$ cat src/rtl/assert_macros.svh
// assertion helpers used by process_tick_timer_with_heater_pwm
`ifndef ASSERT_MACROS_SVH
`define ASSERT_MACROS_SVH

// same-cycle implication, held off during reset
`define ASSERT_IMPLY(lbl, ck, rn, ante, cons) \
	lbl: assert property (@(posedge ck) disable iff (!rn) (ante) |-> (cons)) \
		else $error("same-cycle check failed");

// next-cycle implication, held off during reset
`define ASSERT_NEXT(lbl, ck, rn, ante, cons) \
	lbl: assert property (@(posedge ck) disable iff (!rn) (ante) |=> (cons)) \
		else $error("next-cycle check failed");

`endif

$ cat src/rtl/ptt_pkg.sv
// ----------------------------------------------------------------------------
// ptt_pkg
// Types and constants shared by the process tick timer modules.
// ----------------------------------------------------------------------------
package ptt_pkg;

	// item kind codes
	localparam logic KIND_TICK = 1'b0;
	localparam logic KIND_LOAD = 1'b1;

	// configuration register indexes
	localparam logic [1:0] REG_TICKS_PER_SECOND = 2'd0;
	localparam logic [1:0] REG_CYCLE_TIME_LIMIT = 2'd1;
	localparam logic [1:0] REG_FILL_TIME_LIMIT  = 2'd2;
	localparam logic [1:0] REG_START_HOLD_LIMIT = 2'd3;

	// configuration reset values
	localparam logic [15:0] TICKS_PER_SECOND_RST = 16'd200;
	localparam logic [15:0] CYCLE_TIME_LIMIT_RST = 16'd5400;
	localparam logic [15:0] FILL_TIME_LIMIT_RST  = 16'd600;
	localparam logic [7:0]  START_HOLD_LIMIT_RST = 8'd3;

	// countdown limits
	localparam logic [6:0] MIN_CAP    = 7'd99;
	localparam logic [5:0] SEC_RELOAD = 6'd59;

	typedef struct packed {
		logic [15:0] ticks_per_second;
		logic [15:0] cycle_time_limit;
		logic [15:0] fill_time_limit;
		logic [7:0]  start_hold_limit;
	} cfg_t;

	typedef struct packed {
		logic        kind;
		logic [6:0]  load_ster_minutes;
		logic [6:0]  load_dry_minutes;
		logic [15:0] heater_on_ticks;
		logic [15:0] heater_period_ticks;
		logic        heating_enabled;
		logic        sterilizing;
		logic        exhausting;
		logic        drying;
		logic        cycle_running;
		logic        fill_pending;
		logic        start_held;
	} item_t;

	typedef struct packed {
		logic        heater_drive;
		logic        second_strobe;
		logic [6:0]  ster_minutes;
		logic [5:0]  ster_seconds;
		logic [6:0]  dry_minutes;
		logic [5:0]  dry_seconds;
		logic [15:0] cycle_seconds;
		logic [15:0] fill_seconds;
		logic [7:0]  start_hold_seconds;
		logic        long_cycle_alarm;
		logic        fill_timeout_alarm;
		logic        emergency_alarm;
	} result_t;

endpackage

$ cat src/rtl/process_tick_timer_with_heater_pwm.sv
// ----------------------------------------------------------------------------
// process_tick_timer_with_heater_pwm
// Item channel (item_valid / item_stall): one 5 ms tick or a minutes load
// per transfer. Result channel (result_valid / result_stall): one result per
// item, in order. Configuration: cfg_write with cfg_index and cfg_data sets
// the second prescale and the alarm limits; write only while idle.
// An item passes through an input register, then the state update and the
// result register in one pass. The block takes one item per cycle while
// result_stall is low.
// A stalled result holds; the input register keeps taking one more item and
// item_stall rises only once both registers are full. Reset clears the
// timer state, the emergency latch and both valid flags and restores the
// default limits.
// ----------------------------------------------------------------------------
`include "assert_macros.svh"

module process_tick_timer_with_heater_pwm (
	input  logic        clk,
	input  logic        arst_n,
	// configuration
	input  logic        cfg_write,
	input  logic [1:0]  cfg_index,
	input  logic [15:0] cfg_data,
	// item channel
	input  logic        item_valid,
	output logic        item_stall,
	input  logic        kind,
	input  logic [6:0]  load_ster_minutes,
	input  logic [6:0]  load_dry_minutes,
	input  logic [15:0] heater_on_ticks,
	input  logic [15:0] heater_period_ticks,
	input  logic        heating_enabled,
	input  logic        sterilizing,
	input  logic        exhausting,
	input  logic        drying,
	input  logic        cycle_running,
	input  logic        fill_pending,
	input  logic        start_held,
	// result channel
	output logic        result_valid,
	input  logic        result_stall,
	output logic        heater_drive,
	output logic        second_strobe,
	output logic [6:0]  ster_minutes,
	output logic [5:0]  ster_seconds,
	output logic [6:0]  dry_minutes,
	output logic [5:0]  dry_seconds,
	output logic [15:0] cycle_seconds,
	output logic [15:0] fill_seconds,
	output logic [7:0]  start_hold_seconds,
	output logic        long_cycle_alarm,
	output logic        fill_timeout_alarm,
	output logic        emergency_alarm
);

	ptt_pkg::cfg_t    cfg;
	ptt_pkg::item_t   item_in, item_s1;
	ptt_pkg::result_t res_next, res_q;
	logic             valid_s1, res_valid_q, advance;

	ptt_cfg_regs u_cfg (
		.clk       (clk),
		.arst_n    (arst_n),
		.cfg_write (cfg_write),
		.cfg_index (cfg_index),
		.cfg_data  (cfg_data),
		.cfg       (cfg)
	);

	// gather the item fields
	always_comb begin
		item_in.kind                = kind;
		item_in.load_ster_minutes   = load_ster_minutes;
		item_in.load_dry_minutes    = load_dry_minutes;
		item_in.heater_on_ticks     = heater_on_ticks;
		item_in.heater_period_ticks = heater_period_ticks;
		item_in.heating_enabled     = heating_enabled;
		item_in.sterilizing         = sterilizing;
		item_in.exhausting          = exhausting;
		item_in.drying              = drying;
		item_in.cycle_running       = cycle_running;
		item_in.fill_pending        = fill_pending;
		item_in.start_held          = start_held;
	end

	// handshake: the item moves on when the result register is free or draining
	assign advance    = valid_s1 && (!res_valid_q || !result_stall);
	assign item_stall = valid_s1 && !advance;

	// input register
	always_ff @(posedge clk or negedge arst_n) begin
		if (!arst_n) begin
			valid_s1 <= 1'b0;
		end else if (!item_stall) begin
			valid_s1 <= item_valid;
		end
	end

	always_ff @(posedge clk) begin
		if (item_valid && !item_stall) begin
			item_s1 <= item_in;
		end
	end

	ptt_core u_core (
		.clk    (clk),
		.arst_n (arst_n),
		.update (advance),
		.item   (item_s1),
		.cfg    (cfg),
		.res    (res_next)
	);

	// result register
	always_ff @(posedge clk or negedge arst_n) begin
		if (!arst_n) begin
			res_valid_q <= 1'b0;
		end else if (advance) begin
			res_valid_q <= 1'b1;
		end else if (!result_stall) begin
			res_valid_q <= 1'b0;
		end
	end

	always_ff @(posedge clk) begin
		if (advance) begin
			res_q <= res_next;
		end
	end

	// result fields
	assign result_valid       = res_valid_q;
	assign heater_drive       = res_q.heater_drive;
	assign second_strobe      = res_q.second_strobe;
	assign ster_minutes       = res_q.ster_minutes;
	assign ster_seconds       = res_q.ster_seconds;
	assign dry_minutes        = res_q.dry_minutes;
	assign dry_seconds        = res_q.dry_seconds;
	assign cycle_seconds      = res_q.cycle_seconds;
	assign fill_seconds       = res_q.fill_seconds;
	assign start_hold_seconds = res_q.start_hold_seconds;
	assign long_cycle_alarm   = res_q.long_cycle_alarm;
	assign fill_timeout_alarm = res_q.fill_timeout_alarm;
	assign emergency_alarm    = res_q.emergency_alarm;

	// checks
	`ASSERT_IMPLY(a_stall_needs_full, clk, arst_n, item_stall, valid_s1 && res_valid_q)
	`ASSERT_NEXT(a_load_no_strobe, clk, arst_n, advance && item_s1.kind == ptt_pkg::KIND_LOAD, !res_q.second_strobe)
	`ASSERT_NEXT(a_emergency_sticky, clk, arst_n, advance && res_valid_q && res_q.emergency_alarm, res_q.emergency_alarm)
	`ASSERT_IMPLY(a_seconds_range, clk, arst_n, res_valid_q, res_q.ster_seconds <= ptt_pkg::SEC_RELOAD && res_q.dry_seconds <= ptt_pkg::SEC_RELOAD)

endmodule

$ cat src/rtl/ptt_cfg_regs.sv
// ----------------------------------------------------------------------------
// ptt_cfg_regs
// Configuration registers, written through a plain write port.
// ----------------------------------------------------------------------------
module ptt_cfg_regs (
	input  logic           clk,
	input  logic           arst_n,
	input  logic           cfg_write,
	input  logic [1:0]     cfg_index,
	input  logic [15:0]    cfg_data,
	output ptt_pkg::cfg_t  cfg
);

	ptt_pkg::cfg_t cfg_q;

	// register write, reset to the power-up limits
	always_ff @(posedge clk or negedge arst_n) begin
		if (!arst_n) begin
			cfg_q.ticks_per_second <= ptt_pkg::TICKS_PER_SECOND_RST;
			cfg_q.cycle_time_limit <= ptt_pkg::CYCLE_TIME_LIMIT_RST;
			cfg_q.fill_time_limit  <= ptt_pkg::FILL_TIME_LIMIT_RST;
			cfg_q.start_hold_limit <= ptt_pkg::START_HOLD_LIMIT_RST;
		end else if (cfg_write) begin
			unique case (cfg_index)
				ptt_pkg::REG_TICKS_PER_SECOND: cfg_q.ticks_per_second <= cfg_data;
				ptt_pkg::REG_CYCLE_TIME_LIMIT: cfg_q.cycle_time_limit <= cfg_data;
				ptt_pkg::REG_FILL_TIME_LIMIT:  cfg_q.fill_time_limit  <= cfg_data;
				ptt_pkg::REG_START_HOLD_LIMIT: cfg_q.start_hold_limit <= cfg_data[7:0];
				default: ;
			endcase
		end
	end

	assign cfg = cfg_q;

endmodule

$ cat src/rtl/ptt_core.sv
// ----------------------------------------------------------------------------
// ptt_core
// Timer state and its single-pass update: heater phase, second prescaler,
// countdowns, elapsed counters, alarms and the emergency latch.
// ----------------------------------------------------------------------------
module ptt_core (
	input  logic              clk,
	input  logic              arst_n,
	input  logic              update,
	input  ptt_pkg::item_t    item,
	input  ptt_pkg::cfg_t     cfg,
	output ptt_pkg::result_t  res
);

	logic [15:0] prescale_q, prescale_n, prescale_inc;
	logic [15:0] phase_q, phase_n, phase_inc;
	logic        level_q, level_n;
	logic [6:0]  ster_min_q, ster_min_n, dry_min_q, dry_min_n;
	logic [5:0]  ster_sec_q, ster_sec_n, dry_sec_q, dry_sec_n;
	logic [15:0] cycle_q, cycle_n, fill_q, fill_n;
	logic [7:0]  start_q, start_n;
	logic        latch_q, latch_n;
	logic        strobe;
	logic [12:0] ster_dec, dry_dec;

	// mm:ss countdown that stops at zero
	function automatic logic [12:0] count_down(input logic [6:0] mins,
		input logic [5:0] secs);
		logic [6:0] m;
		logic [5:0] s;
		m = mins;
		s = secs;
		if (secs != 6'd0) begin
			s = secs - 6'd1;
		end else if (mins != 7'd0) begin
			m = mins - 7'd1;
			s = ptt_pkg::SEC_RELOAD;
		end
		return {m, s};
	endfunction

	assign prescale_inc = prescale_q + 16'd1;
	assign phase_inc    = phase_q + 16'd1;
	assign ster_dec     = count_down(ster_min_q, ster_sec_q);
	assign dry_dec      = count_down(dry_min_q, dry_sec_q);

	// next state for one item
	always_comb begin
		prescale_n = prescale_q;
		phase_n    = phase_q;
		level_n    = level_q;
		ster_min_n = ster_min_q;
		ster_sec_n = ster_sec_q;
		dry_min_n  = dry_min_q;
		dry_sec_n  = dry_sec_q;
		cycle_n    = cycle_q;
		fill_n     = fill_q;
		start_n    = start_q;
		strobe     = 1'b0;
		if (item.kind == ptt_pkg::KIND_LOAD) begin
			ster_min_n = (item.load_ster_minutes > ptt_pkg::MIN_CAP) ?
				ptt_pkg::MIN_CAP : item.load_ster_minutes;
			dry_min_n  = (item.load_dry_minutes > ptt_pkg::MIN_CAP) ?
				ptt_pkg::MIN_CAP : item.load_dry_minutes;
			ster_sec_n = 6'd0;
			dry_sec_n  = 6'd0;
		end else begin
			prescale_n = prescale_inc;
			phase_n    = phase_inc;
			// heater pwm, drive holds while disabled
			if (item.heating_enabled) begin
				level_n = (phase_inc < item.heater_on_ticks);
				if (phase_inc >= item.heater_period_ticks) begin
					phase_n = 16'd0;
				end
			end
			// second strobe work
			if (prescale_inc >= cfg.ticks_per_second) begin
				strobe     = 1'b1;
				prescale_n = 16'd0;
				if (item.cycle_running && !item.sterilizing && cycle_q != 16'hFFFF) begin
					cycle_n = cycle_q + 16'd1;
				end
				if (item.start_held && start_q != 8'hFF) begin
					start_n = start_q + 8'd1;
				end
				if (item.fill_pending && fill_q != 16'hFFFF) begin
					fill_n = fill_q + 16'd1;
				end
				if (item.sterilizing && !item.exhausting) begin
					{ster_min_n, ster_sec_n} = ster_dec;
				end
				if (item.drying) begin
					{dry_min_n, dry_sec_n} = dry_dec;
				end
			end
		end
		// level-driven clears
		if (item.sterilizing) begin
			cycle_n = 16'd0;
		end
		if (!item.start_held) begin
			start_n = 8'd0;
		end
		latch_n = latch_q | (start_n > cfg.start_hold_limit);
	end

	// result from the updated state
	always_comb begin
		res.heater_drive       = level_n;
		res.second_strobe      = strobe;
		res.ster_minutes       = ster_min_n;
		res.ster_seconds       = ster_sec_n;
		res.dry_minutes        = dry_min_n;
		res.dry_seconds        = dry_sec_n;
		res.cycle_seconds      = cycle_n;
		res.fill_seconds       = fill_n;
		res.start_hold_seconds = start_n;
		res.long_cycle_alarm   = (cycle_n > cfg.cycle_time_limit);
		res.fill_timeout_alarm = (fill_n > cfg.fill_time_limit);
		res.emergency_alarm    = latch_n;
	end

	// state registers
	always_ff @(posedge clk or negedge arst_n) begin
		if (!arst_n) begin
			prescale_q <= 16'd0;
			phase_q    <= 16'd0;
			level_q    <= 1'b0;
			ster_min_q <= 7'd0;
			ster_sec_q <= 6'd0;
			dry_min_q  <= 7'd0;
			dry_sec_q  <= 6'd0;
			cycle_q    <= 16'd0;
			fill_q     <= 16'd0;
			start_q    <= 8'd0;
			latch_q    <= 1'b0;
		end else if (update) begin
			prescale_q <= prescale_n;
			phase_q    <= phase_n;
			level_q    <= level_n;
			ster_min_q <= ster_min_n;
			ster_sec_q <= ster_sec_n;
			dry_min_q  <= dry_min_n;
			dry_sec_q  <= dry_sec_n;
			cycle_q    <= cycle_n;
			fill_q     <= fill_n;
			start_q    <= start_n;
			latch_q    <= latch_n;
		end
	end

endmodule
$ cat config.mk
export PLATFORM = sky130hd
export DESIGN_NAME = process_tick_timer_with_heater_pwm
export DESIGN_NICKNAME = d
export VERILOG_FILES = /design/src/rtl/ptt_pkg.sv /design/src/rtl/process_tick_timer_with_heater_pwm.sv /design/src/rtl/ptt_cfg_regs.sv /design/src/rtl/ptt_core.sv
export VERILOG_INCLUDE_DIRS = /design/src /design/src/rtl
export SDC_FILE = /design/constraint.sdc
export NUM_CORES = 1
export LEC_CHECK = 0
export ABC_AREA = 1
export ABC_CLOCK_PERIOD_IN_PS = 11200
export BUFFER_PORTS_ARGS = -buffer_cell sky130_fd_sc_hd__clkbuf_2
export CAP_MARGIN = 15
export CORE_MARGIN = 4
export CORE_UTILIZATION = 55
export DETAILED_ROUTE_END_ITERATION = 12
export PLACE_DENSITY = 0.81
export SLEW_MARGIN = 20
export SYNTH_ARGS = -nofsm -noshare
export SYNTH_HDL_FRONTEND = slang
export SYNTH_SLANG_ARGS = --single-unit
$ cat constraint.sdc
create_clock -name clk -period 11.2 [get_ports clk]
set_input_delay 1.68 -clock clk [delete_from_list [all_inputs] [get_ports clk]]
set_output_delay 1.68 -clock clk [all_outputs]
set_load 0.01 [all_outputs]
=== Word-level counts from Yosys, hierarchy flattened ===
Cells that the tools add are included.

* Output and inout bits: 73
* Input port bits: 77
* Logic and storage cells: 133
* Register bits: 283

* $lt $le $gt $ge: 8
* Equality and inequality tests: 7
* Bitwise logic cells: 2
* Reduce and logical (&&, ||, !) cells: 25
* Add/sub/neg operators: 9
* Mux-type cells: 41

{| class="wikitable"
|+ Operators by type and width
! operator !! count
|-
| 2-to-1 mux 16 bit || 10
|-
| 2-to-1 mux 7 bit || 12
|-
| adder 16 x 1 -> 16 bit (second input constant) || 4
|-
| 2-to-1 mux 6 bit || 10
|-
| greater-or-equal comparator 16 bit || 2
|-
| > comparator 16 bit || 2
|-
| 2-to-1 mux 8 bit || 4
|-
| != test 16 bit (second input constant) || 2
|-
| less-than comparator 16 bit || 1
|-
| > comparator 7 bit (second input constant) || 2
|-
| nonzero test 7 bit || 2
|-
| subtractor 7 x 1 -> 7 bit (second input constant) || 2
|-
| nonzero test 6 bit || 2
|-
| subtractor 6 x 1 -> 6 bit (second input constant) || 2
|-
| AND reduction 2 bit || 5
|-
| adder 8 x 1 -> 8 bit (second input constant) || 1
|-
| > comparator 8 bit || 1
|-
| logical AND 1 bit || 8
|-
| != test 8 bit (second input constant) || 1
|-
| zero test 1 bit || 6
|-
| 2-to-1 mux 1 bit || 5
|-
| equality test 2 bit (second input constant) || 2
|-
| equality test 2 x 1 -> 1 bit (second input constant) || 1
|-
| zero test 2 bit || 1
|-
| 4 further kinds || 4
|}

=== Logic depth before layout (Yosys ltp) ===
Gate-level depths: netlist of the first run.

* Depth after elaboration: 8
* Mapped depth: 29
* Mapped depth without buffers: 27

=== Modules after synthesis ===
From an unflattened synthesis of the first run, not the netlist that was laid out.

* Cell total of the unflattened synthesis: 1968
* Area, all modules: 15986.6 um^2

{| class="wikitable"
|+ By module, submodules not included
! module !! cells an instance !! sequential area each (um^2) !! instances !! area an instance (um^2)
|-
| ptt_core || 1582 || 2502.4 || 1 || 9835.7
|-
| process_tick_timer_with_heater_pwm || 137 || 3803.6 || 1 || 3848.7
|-
| ptt_cfg_regs || 249 || 1418.9 || 1 || 2302.2
|}

=== Worst setup path after synthesis of the first run ===
Ideal clock, no wire load.

* Kind: in2out
* From: input port result_stall
* To: output port item_stall
* Data required time: 9.520 ns
* Arrival: 1.942 ns
* Path slack: 7.578 ns
* Buffers on the path: 0
* Stages on the path: 2
* Path through: nand2_1 > nor2_1

* Word-level cells in the longest chain between the ends: 5

{| class="wikitable"
|+ Ends and longest elaborated chain
! item !! line !! RTL
|-
| start, declared || process_tick_timer_with_heater_pwm.sv:41 || <nowiki>input logic result_stall,</nowiki>
|-
| zero test 1 bit || n/a ||
|-
| logical OR 1 bit || process_tick_timer_with_heater_pwm.sv:87 || <nowiki>assign advance = valid_s1 && (!res_valid_q || !result_stall);</nowiki>
|-
| logical AND 1 bit || process_tick_timer_with_heater_pwm.sv:87 ||
|-
| zero test 1 bit || process_tick_timer_with_heater_pwm.sv:88 || <nowiki>assign item_stall = valid_s1 && !advance;</nowiki>
|-
| logical AND 1 bit || process_tick_timer_with_heater_pwm.sv:88 ||
|-
| end, declared || process_tick_timer_with_heater_pwm.sv:26 || <nowiki>output logic item_stall,</nowiki>
|}

Every way passes these cells.

==> results of run 1 <==
-- layout make-up --
class                   count  area (um^2)  share of cell area, %
repair buffers            157          812                   4.42
clock buffers              41          896                   4.88
inverters                 261          985                   5.36
well taps                 384          480                   2.62
flip-flops and latches    283         7720                   42.1
multi-input cells        1423         7320                   39.9
clock inverters            15          150                  0.817
-- worst paths after layout --
path                                            to  slack (ns)            startpoint  cells past startpoint
worst max-delay path            fill_timeout_alarm        5.60  u_core.prescale_q[0]                     22
worst max register to register  fill_timeout_alarm        5.60  u_core.prescale_q[0]                     22
max in group asynchronous                 valid_s1        8.53                arst_n                      2
min in group asynchronous         u_core.fill_q[3]        1.19                arst_n                      1
worst min register to register      u_core.latch_q        0.46        u_core.latch_q                      2
worst min-delay path                u_core.latch_q        0.46        u_core.latch_q                      2
-- where the power goes --
group	leakage [nW]	switching [mW]	internal (mW)
Combinational	5.48	0.483	0.261
Clock	0.513	0.405	0.626
Sequential	3.24	0.109	1.24
-- synthesized netlist by cell type (2+ instances only) --
master | n | area share [%]
nand2_1 | 683 | 16
a21boi_0 | 5 | 0.23
nor2_2 | 8 | 0.31
a31oi_1 | 5 | 0.19
nand2_2 | 8 | 0.31
o21a_1 | 2 | 0.092
or2_2 | 6 | 0.23
nor4_1 | 4 | 0.15
a21boi_1 | 2 | 0.092
o21ai_0 | 104 | 3.2
buf_1 | 4 | 0.092
nor2_1 | 126 | 2.9
ha_1 | 98 | 7.5
a21oi_1 | 54 | 1.7
inv_2 | 7 | 0.16
dfrtp_1 | 144 | 22
o22ai_1 | 7 | 0.27
buf_4 | 4 | 0.18
nand3_1 | 135 | 4.1
nand3b_1 | 4 | 0.18
buf_6 | 5 | 0.34
nor3_1 | 18 | 0.55
o21ai_4 | 2 | 0.20
o21bai_1 | 2 | 0.092
edfxtp_1 | 125 | 23
inv_1 | 252 | 5.8
dfstp_2 | 14 | 2.2
xor2_1 | 40 | 2.1
o211ai_1 | 3 | 0.14
buf_2 | 20 | 0.61
o21ai_1 | 14 | 0.43
o31ai_1 | 7 | 0.32
clkbuf_1 | 35 | 0.80
and2_1 | 9 | 0.34
nand4_1 | 60 | 2.3
nor3_2 | 4 | 0.24
-- stage by stage --
stage,hold WS (ns),total power [mW],cells
after CTS,0.461,3.14,2564
after global routing,0.473,3.31,2564
after detailed placement,0.446,2.10,2508
after global placement,0.440,2.06,2508
final,0.457,3.13,2564
after floorplan,0.427,1.88,2035
-- flip-flops by register name, indices dropped and copies added (netlist names), 7 cells and up --
register and count:
cycle_seconds 16, dry_minutes 7, fill_seconds 16, item_s1 54
start_hold_seconds 8, ster_minutes 7, u_cfg.cfg 56, u_core.cycle_q 16
u_core.dry_min_q 7, u_core.fill_q 16, u_core.phase_q 16, u_core.prescale_q 16
u_core.start_q 8, u_core.ster_min_q 7
-- logic make-up (layout without fill, tap and decap cells) --
family | Yosys count | after routing | synth area share, %
flops | 283 | 283 | 47.2
simple gates | 1070 | 1070 | 27.7
fa+ha+maj | 98 | 98 | 7.50
xor+xnor | 42 | 42 | 2.29
buf+inv | 329 | 474 | 8.04
compound gates | 213 | 213 | 7.25
-- critical path, stage by stage, from the launching register on --
cell,delay (ns)
dfrtp_1,0.41
nand3_1,0.18
nor3_1,0.36
inv_1,0.13
nor2_1,0.18
nand2_1,0.12
xor2_1,0.21
inv_1,0.07
ha_1,0.30
nand4_1,0.10
nor3_1,0.19
nand2_2,0.22
nand2_4,0.68
inv_1,0.55
buf_4,0.36
nand2_1,0.08
nand2_1,0.07
a21boi_0,0.35
ha_1,0.33
a21oi_1,0.14
o21ai_0,0.10
a21oi_1,0.14
a32oi_1,0.07
-- layer usage --
| layer | track usage, % | up-vias | wire, um |
|---|---|---|---|
| li1 | - | 6867 | - |
| met2 | 40.5 | 469 | 19400 |
| met3 | 3.25 | 99 | 2270 |
| met5 | 0 | - | 0 |
| met4 | 9.20 | 0 | 1500 |
| met1 | 30.4 | 6552 | 16500 |
==> out/summary.txt, run 1 <==
Status -> complete, no violations
DIE WIDTH -> 180 um
Drt wl/cell -> 15.5 um
CTS Buf Count -> 30
CTS tree -> done
Max_cap viols -> 0
Mean Syn Cell Area -> 8.04 um^2
Overflow left after global routing -> 0
GP Congestion -> 0.938
Clock Latency Late Sink -> 0.56 ns
EDFF count, synth -> 125
Leakage -> 9.24 nW
PostCTS Resize Cnt -> 0
Clock Sink Count -> 283
Critical Path AT -> 5.89 ns
FF+latch count, synth -> 283
Worst setup EP type -> flip-flop
Post-route clock skew -> 0.0150 ns
Starting density of the core -> 56.4%
# IOs -> 150
Clock Tree Buf Depth -> 3
Fillers -> 2,437
Final wirelength -> 39,700 um
Final Hold Fails -> 0
Pin count of the biggest net entering global routing -> 91
DP HPWL -> 28,000 um
Worst setup margin -> 5.60 ns
CTS Hold Bufs -> 0
Clock-pin transition on the worst setup and hold timing paths -> 0.06 ns
Vias in the first global route -> 13.3k
Slew headroom -> 30.5%
Setup-failing EPs final -> 0
CP Max Fanout -> 76
CTS H-tree lvls -> 1
Most common cell after layout, fill and taps aside -> nand2_1
FFs w/ async S/R, synth -> 55.8%
Syn. warnings -> 0
# rows -> 62
Startpoint Class -> flip-flop
First-pass detailed-route iteration total -> 5
Synthesized net count -> 2,210
Commonest register cell after synthesis -> dfrtp_1
Netlist cell types -> 51
Util after Layout -> 63.3%
Slew Limit Fails -> 0
Share of cells above drive strength 1 -> 12.1%
Fin nets -> 2,331
Peak supply drop -> 131 uV
Root Driver -> clkbuf_16
Vias -> 14.0k
Worst path required time -> 11.49 ns
Worst-Margin Slew -> 1.04 ns
Gate Count Post-Synth -> 2,035
Worst setup path class -> reg -> reg
Setup TNS -> 0 ns
Initial antenna violation count -> 0
Postcts setup bufs -> 0
Total Routing Usage GR -> 23.6%
Mapped Area -> 16,400 um^2
Power Density -> 170 nW/um^2
First-pass GRT wire length -> 65,000 um
Area growth syn-to-layout -> 12.3%
Fmax achieved -> 0.179 GHz
Number of remaining DRC errors -> 0
Vias per std cell -> 5.46
Full die area -> 32,600 um^2
Antenna Cells -> 0
Chip Height -> 180 um
Final instance area -> 18,400 um^2
Post-DRT Antenna Nets -> 0
IO buf count -> 149
Core Region -> 29,000 um^2
Area after DPL -> 17,300 um^2
Min Tclk post-route -> 5.60 ns
Hold crit path type -> reg -> reg
Dpl ws -> 5.82 ns
Period utilization -> 50.0%
Iter 0 DRT Violations -> 1,309
Commonest cells after routing, fill and taps aside -> 683 x nand2_1, 249 x inv_1, 148 x clkbuf_2
Register area share after synthesis -> 47.2%
RSZ-0062 raised after global routing -> false
Power figures use the tool's default switching activity.
==> inputs of run 2 (changes only) <==
Settings changed: ABC_CLOCK_PERIOD_IN_PS 11200 to 4700, PLACE_DENSITY 0.81 to 0.84.
Clock period 11.2 ns to 4.7 ns, I/O delays scaled along.
==> run 2 against run 1 <==
  * Sequential share of layout area is 0.30 points lower
  * Global-route usage is 0.41 points higher
  * Total power is 140% higher
  * Hold slack worse by 0.41 ns
  * Clock skew decreased by 0.0016 ns
  * First-iteration DRC count rose by 4.3%
  * Clock-buffer cell count up 7
  * Sequential cell count did not move
==> out/summary.txt, run 2 (synthesis gave the netlist of run 1 again) <==
Clock Sink Count -> 283 (unchanged)
Pin count of the biggest net entering global routing -> 104 (was 91)
CTS H-tree lvls -> 1 (unchanged)
Combinational share of power -> 23.8% (about the same)
Clock Latency Late Sink -> 0.57 ns (was 0.56 ns)
Worst path required time -> 5.01 ns (was 11.49 ns)
Post-DRT Antenna Nets -> 0 (unchanged)
Power share of the clock group -> 33.0% (about the same)
CP max stage cell -> dfrtp_1 (was nand2_4)
Drt wl/cell -> 15.6 um (was 15.5 um)
CTS Buf Count -> 30 (unchanged)
Min Tclk post-route -> 4.38 ns (was 5.60 ns)
Worst setup path class -> reg -> reg (unchanged)
Util after Layout -> 63.8% (was 63.3%)
Internal power -> 5.07 mW (was 2.13 mW)
Vias in the first global route -> 13.7k (was 13.3k)
Fmax achieved -> 0.228 GHz (was 0.179 GHz)
Slew headroom -> 35.3% (was 30.5%)
Hold slack -> 0.0498 ns (was 0.457 ns)
Overflow left after global routing -> 0 (unchanged)
Iter 0 DRT Violations -> 1,365 (was 1,309)
IO buf count -> 149 (unchanged)
DP HPWL -> 28,200 um (was 28,000 um)
Number of remaining DRC errors -> 0 (unchanged)
Worst setup EP type -> flip-flop (unchanged)
Fin nets -> 2,345 (was 2,331)
Final Hold Fails -> 0 (unchanged)
Root Driver -> clkbuf_16 (unchanged)
Post-route clock skew -> 0.0135 ns (was 0.0150 ns)
WP buf/inv -> 4 (unchanged)
Startpoint Class -> flip-flop (unchanged)
DIE WIDTH -> 180 um (unchanged)
# IOs -> 150 (unchanged)
Final wirelength -> 40,300 um (was 39,700 um)
Total Routing Usage GR -> 24.0% (was 23.6%)
CP Max Fanout -> 40 (was 76)
Period utilization -> 93.3% (was 50.0%)
Clock-pin transition on the worst setup and hold timing paths -> 0.06 ns (about the same)
Max_cap viols -> 0 (unchanged)
Hold crit path type -> in -> async (was reg -> reg)
Slew Limit Fails -> 0 (unchanged)
Antenna Cells -> 0 (unchanged)
Vias per std cell -> 5.52 (was 5.46)
Largest register FFs -> 56 (unchanged)
Clock Tree Buf Depth -> 3 (unchanged)
First-pass detailed-route iteration total -> 6 (was 5)
Crit path largest cell delay -> 0.42 ns (was 0.68 ns)
Status -> complete, no violations (unchanged)
CTS Hold Bufs -> 0 (unchanged)
Net Sw Frac -> 32.1% (was 31.9%)
GP Congestion -> 0.922 (was 0.938)
R2R Setup Slk -> 0.32 ns (was 5.60 ns)
First-pass GRT wire length -> 66,000 um (was 65,000 um)
P_sw -> 2.39 mW (was 0.997 mW)
Share of cells above drive strength 1 -> 12.6% (was 12.1%)
CP Cell Sequence -> nand3_1 -> nor3_1 -> inv_1 -> nor2_1 -> nand2_1 -> xor2_1 -> inv_1 -> ha_1 -> nand4_1 -> nor3_1 -> nand2_2 -> nand2_4 -> buf_6 -> nand3_1 -> nand2_1 -> nand3_1 -> inv_1 -> ha_1 -> a21oi_1 -> o21a_1 -> o221ai_1 -> o21ai_0 -> nand2_1 (was nand3_1 -> nor3_1 -> inv_1 -> nor2_1 -> nand2_1 -> xor2_1 -> inv_1 -> ha_1 -> nand4_1 -> nor3_1 -> nand2_2 -> nand2_4 -> inv_1 -> buf_4 -> nand2_1 -> nand2_1 -> a21boi_0 -> ha_1 -> a21oi_1 -> o21ai_0 -> a21oi_1 -> a32oi_1)
Worst-Margin Slew -> 0.968 ns (was 1.04 ns)
Total power -> 7.46 mW (was 3.13 mW)
Vias -> 14.2k (was 14.0k)
Initial antenna violation count -> 0 (unchanged)
Chip Height -> 180 um (unchanged)
Sequential power share -> 43.2% (about the same)
Fillers -> 2,394 (was 2,437)
# rows -> 62 (unchanged)
Power Density -> 403 nW/um^2 (was 170 nW/um^2)
CP top delay family -> simple AND/OR/NAND/NOR gates (unchanged)
Critical Path AT -> 4.69 ns (was 5.89 ns)
Setup-failing EPs final -> 0 (unchanged)
Starting density of the core -> 56.4% (unchanged)
Commonest cells after routing, fill and taps aside -> 683 x nand2_1, 249 x inv_1, 148 x clkbuf_2 (unchanged)
Most common cell after layout, fill and taps aside -> nand2_1 (unchanged)
Area growth syn-to-layout -> 13.1% (was 12.3%)
Leakage -> 9.32 nW (was 9.24 nW)
CTS tree -> done (unchanged)
Worst setup margin -> 0.317 ns (was 5.60 ns)
Core Region -> 29,000 um^2 (unchanged)
Peak supply drop -> 312 uV (was 131 uV)
Dpl ws -> 0.204 ns (was 5.82 ns)
Full die area -> 32,600 um^2 (unchanged)
-- run 2: changes by cell type in the layout (fill, tap and decap cells not counted), sizes merged --
cell / delta
buf: +14
clkbuf: +7
clkinv: -5
bufinv: -2
clkinvlp: -1
inv: +1
-- run 2: area by class of cell --
class | instances | area, um^2 | area share, %
clock buffers | 48 | 975 | 5.27
clock inverters | 8 | 75.1 | 0.406
inverters | 261 | 982 | 5.31
multi-input cells | 1423 | 7320 | 39.6
flip-flops and latches | 283 | 7720 | 41.8
well taps | 384 | 480 | 2.60
repair buffers | 171 | 941 | 5.09
-- run 2: timing repair --
| item | CTS | global route |
|---|---|---|
| buffers inserted | 0 | 4 |
| gates resized for setup | 0 | 1 |
| hold endpoints to repair | 0 | 0 |
| setup endpoints to repair | 0 | 4 |
-- run 2: power groups by stage --
stage / clock [mW] / combinational [mW] / sequential (mW)
3_3_place_gp: 0 / 1.66 / 3.25
5_1_grt: 2.61 / 2.03 / 3.26
2_1_floorplan: 0 / 1.25 / 3.22
6_report: 2.46 / 1.77 / 3.22
3_5_place_dp: 0 / 1.74 / 3.26
4_1_cts: 2.50 / 1.76 / 3.22
-- run 2: final timing paths --
kind                                        start              endpoint  cells past startpoint
max reg2reg                  u_core.prescale_q[0]       emergency_alarm                     23
min reg2reg                  u_core.ster_sec_q[5]  u_core.ster_sec_q[5]                      2
max in group asynchronous                  arst_n         u_cfg.cfg[43]                      3
min                                        arst_n      u_core.fill_q[1]                      1
max                          u_core.prescale_q[0]       emergency_alarm                     23
min in group clk           heater_period_ticks[0]            item_s1[7]                      1
-- run 2: per-layer routing --
metal,track usage [%],wire length (um),up-vias
li1,-,-,6908
met1,30.7,16300,6622
met2,40.4,19100,564
met3,4.04,3050,131
met4,10.5,1900,0
met5,0,0,-
-- run 2: stage by stage --
step / cells / TNS, ns / instance area (um^2)
6_report: 2578 / 0 / 18500
3_5_place_dp: 2517 / 0 / 17400
5_1_grt: 2578 / -0.00774 / 18500
3_3_place_gp: 2517 / 0 / 17400
2_1_floorplan: 2035 / 0 / 16400
4_1_cts: 2573 / 0 / 18400
==> inputs of run 3 (changes only) <==
Settings changed: ABC_AREA 1 to default, ABC_CLOCK_PERIOD_IN_PS 4700 to 4019, CORE_UTILIZATION 55 to 54, PLACE_DENSITY 0.84 to 0.83.
Clock period 4.7 ns to 4.02 ns, I/O delays scaled along.
==> run 3 against run 2 <==
  * The run now ends with setup timing left
  * Total power rose by 17%
  * Global-route usage rose by 0.84 points
  * Combinational power rose by 16%
  * Highest routed layer unchanged
  * Fmax fell by 8.9%
  * First-iteration DRC count fell by 1.5%
==> out/summary.txt, run 3 <==
Setup TNS -> -3.62 ns (was 0 ns)
Starting density of the core -> 55.2% (was 56.4%)
Mean Syn Cell Area -> 10.5 um^2 (was 8.04 um^2)
Setup-failing EPs final -> 13 (was 0)
Clock-pin transition on the worst setup and hold timing paths -> 0.06 ns (about the same)
Most common cell after layout, fill and taps aside -> nand2_1 (unchanged)
Worst path required time -> 4.32 ns (was 5.01 ns)
Commonest cells in the netlist -> 155 x nand2_1, 144 x dfrtp_1, 125 x edfxtp_1 (was 683 x nand2_1, 252 x inv_1, 144 x dfrtp_1)
Mapped Area -> 15,500 um^2 (was 16,400 um^2)
Largest register FFs -> 56 (unchanged)
CTS tree -> done (unchanged)
Fin nets -> 1,932 (was 2,345)
Overflow left after global routing -> 0 (unchanged)
FF+latch count, synth -> 283 (unchanged)
Netlist cell types -> 78 (was 51)
Peak supply drop -> 350 uV (was 312 uV)
Inst Count DP -> 2,072 (was 2,517)
Fillers -> 1,928 (was 2,394)
Slew Limit Fails -> 0 (unchanged)
Slew headroom -> 34.6% (was 35.3%)
Worst setup margin -> -0.793 ns (was 0.317 ns)
Status -> finished, violations left (was complete, no violations)
Fmax achieved -> 0.208 GHz (was 0.228 GHz)
Vias -> 13.0k (was 14.2k)
Register area share after synthesis -> 50.0% (was 47.2%)
Worst setup path class -> reg -> reg (unchanged)
Failing checks -> setup timing
Clock Tree Buf Depth -> 3 (unchanged)
First-pass detailed-route iteration total -> 8 (was 6)
Chip Height -> 177 um (was 180 um)
Post-synth top area cell -> edfxtp_1 (unchanged)
GP Congestion -> 0.950 (was 0.922)
First-pass GRT wire length -> 63,700 um (was 66,000 um)
Syn. warnings -> 0 (unchanged)
Initial antenna violation count -> 0 (unchanged)
Root Driver -> clkbuf_16 (unchanged)
Share of cells above drive strength 1 -> 30.4% (was 12.6%)
FFs w/ async S/R, synth -> 55.8% (unchanged)
Clock Sink Count -> 283 (unchanged)
Worst-Margin Slew -> 0.981 ns (was 0.968 ns)
Hold crit path type -> in -> async (unchanged)
EDFF count, synth -> 125 (unchanged)
Commonest cells after routing, fill and taps aside -> 152 x nand2_1, 148 x clkbuf_2, 146 x buf_4 (was 683 x nand2_1, 249 x inv_1, 148 x clkbuf_2)
Post-synth top area share -> 24.3% (was 22.9%)
Area growth syn-to-layout -> 26.0% (was 13.1%)
Synthesized net count -> 1,648 (was 2,210)
Critical Path AT -> 5.12 ns (was 4.69 ns)
Startpoint Class -> flip-flop (unchanged)
DIE WIDTH -> 177 um (was 180 um)
Vias per std cell -> 6.00 (was 5.52)
Clock Latency Late Sink -> 0.57 ns (about the same)
Vias in the first global route -> 12.6k (was 13.7k)
Drt wl/cell -> 19.1 um (was 15.6 um)
Period utilization -> 120% (was 93.3%)
Gate Count Post-Synth -> 1,473 (was 2,035)
Number of remaining DRC errors -> 0 (unchanged)
Pin count of the biggest net entering global routing -> 102 (was 104)
CTS Buf Count -> 30 (unchanged)
RSZ-0062 raised after global routing -> true
Final Hold Fails -> 0 (unchanged)
Most common cell in the netlist -> nand2_1 (unchanged)
Max_cap viols -> 0 (unchanged)
Total Routing Usage GR -> 24.8% (was 24.0%)
Full die area -> 31,400 um^2 (was 32,600 um^2)
Core Region -> 28,000 um^2 (was 29,000 um^2)
Iter 0 DRT Violations -> 1,344 (was 1,365)
# IOs -> 150 (unchanged)
Leakage -> 8.59 nW (was 9.32 nW)
Commonest register cell after synthesis -> dfrtp_1 (unchanged)
Post-DRT Antenna Nets -> 0 (unchanged)
Total power -> 8.75 mW (was 7.46 mW)
CTS H-tree lvls -> 1 (unchanged)
Worst setup EP type -> flip-flop (unchanged)
Power Density -> 449 nW/um^2 (was 403 nW/um^2)
IO buf count -> 149 (unchanged)
Min Tclk post-route -> 4.81 ns (was 4.38 ns)
Final wirelength -> 41,100 um (was 40,300 um)
Antenna Cells -> 0 (unchanged)
Post-route clock skew -> 0.0351 ns (was 0.0135 ns)
Top cells by area, synth -> edfxtp_1 24%, dfrtp_1 23%, ha_1 7.9% (was edfxtp_1 23%, dfrtp_1 22%, nand2_1 16%)
CTS Hold Bufs -> 0 (unchanged)
Non-filler instance count after layout -> 2,159 (was 2,578)
# rows -> 61 (was 62)
DP HPWL -> 27,700 um (was 28,200 um)
CP Max Fanout -> 6 (was 40)
==> run 3: cell types whose count changed in the layout (fill, tap and decap cells not counted), sizes merged, moves of 32 or more <==
| cell | change |
|---|---|
| o21ai | -47 |
| buf | +142 |
| inv | -155 |
| nand3 | -70 |
| nor2 | -63 |
| mux2 | +49 |
| xnor2 | +32 |
| nand2 | -537 |
==> run 3: cell families (layout without fill, tap and decap cells) <==
logic type | after synthesis | count (layout) | share of synthesized area, %
AO/OA/AOI/OAI | 316 | 316 | 14.6
XOR/XNOR | 62 | 62 | 3.51
AND/OR/NAND/NOR | 481 | 482 | 15.4
multiplexers | 58 | 58 | 4.15
adder cells (fa/ha/maj) | 98 | 98 | 7.93
buffers and inverters | 175 | 482 | 4.43
flip-flops | 283 | 283 | 50.0
==> run 3: where the power goes <==
group	internal (mW)	switching [mW]
Sequential	3.47	0.343
Combinational	0.895	1.15
Clock	1.75	1.14
==> run 3: path summary, 6_finish.rpt <==
kind	startpoint	to	slack (ns)	cells past startpoint
setup / recovery	u_core.prescale_q[0]	fill_timeout_alarm	-0.79	21
hold / removal	arst_n	u_cfg.cfg[16]	0.14	1
setup reg to reg	u_core.prescale_q[0]	fill_timeout_alarm	-0.79	21
hold reg to reg	u_cfg.cfg[3]	u_cfg.cfg[3]	0.51	1
max in group asynchronous	arst_n	u_core.dry_min_q[2]	2.87	2
min in group clk	load_ster_minutes[1]	item_s1[47]	0.21	1
==> run 3: timing repair <==
action / in CTS / in global routing
cloned: 0 / 3
setup buffers: 7 / 24
endpoints found under the setup margin: 11 / 63
gates resized for setup: 20 / 108
pin swaps: 11 / 52
==> run 3: layout make-up <==
cell class,instances,area [um^2],share of cell area [%]
clock inverter,15,220,1.13
tap,378,473,2.43
sequential,283,7730,39.7
clock buffer,41,822,4.22
multi-input combinational,1016,7680,39.4
inverter,111,424,2.18
timing repair buffer,315,2130,11.0
==> run 3: metrics by stage <==
step	setup slack [ns]	instance area [um^2]	hold slack, ns	util (%)
6_report	-0.793	19500	0.142	69.6
5_1_grt	-0.953	19500	0.190	69.6
4_1_cts	-0.633	18700	0.182	66.8
3_5_place_dp	-0.802	17500	0.493	62.6
3_3_place_gp	-0.642	17500	0.488	62.6
2_1_floorplan	-0.672	15500	0.307	-
==> run 3: critical path, stage by stage (launching register included) <==
cell	delay, ns
dfrtp_2	0.40
nand3_2	0.11
buf_4	0.14
nor3_1	0.17
buf_4	0.16
nand3_1	0.15
xnor2_1	0.20
ha_1	0.34
nand4_4	0.11
or4_4	0.56
o32ai_4	0.41
o21ai_4	0.15
clkinv_4	0.13
nand2_4	0.07
mux2_4	0.33
ha_4	0.22
nor2b_4	0.12
o21a_1	0.16
o21a_1	0.19
o211ai_1	0.20
a21o_1	0.16
a31oi_1	0.09
==> run 3: routing by layer <==
metal	up-vias	GRT usage, %	share of wire (%)
li1	5990	-	-
met1	6284	32.7	40
met2	552	41.6	48
met3	134	4.64	7.5
met4	0	8.61	3.9
met5	-	0	0
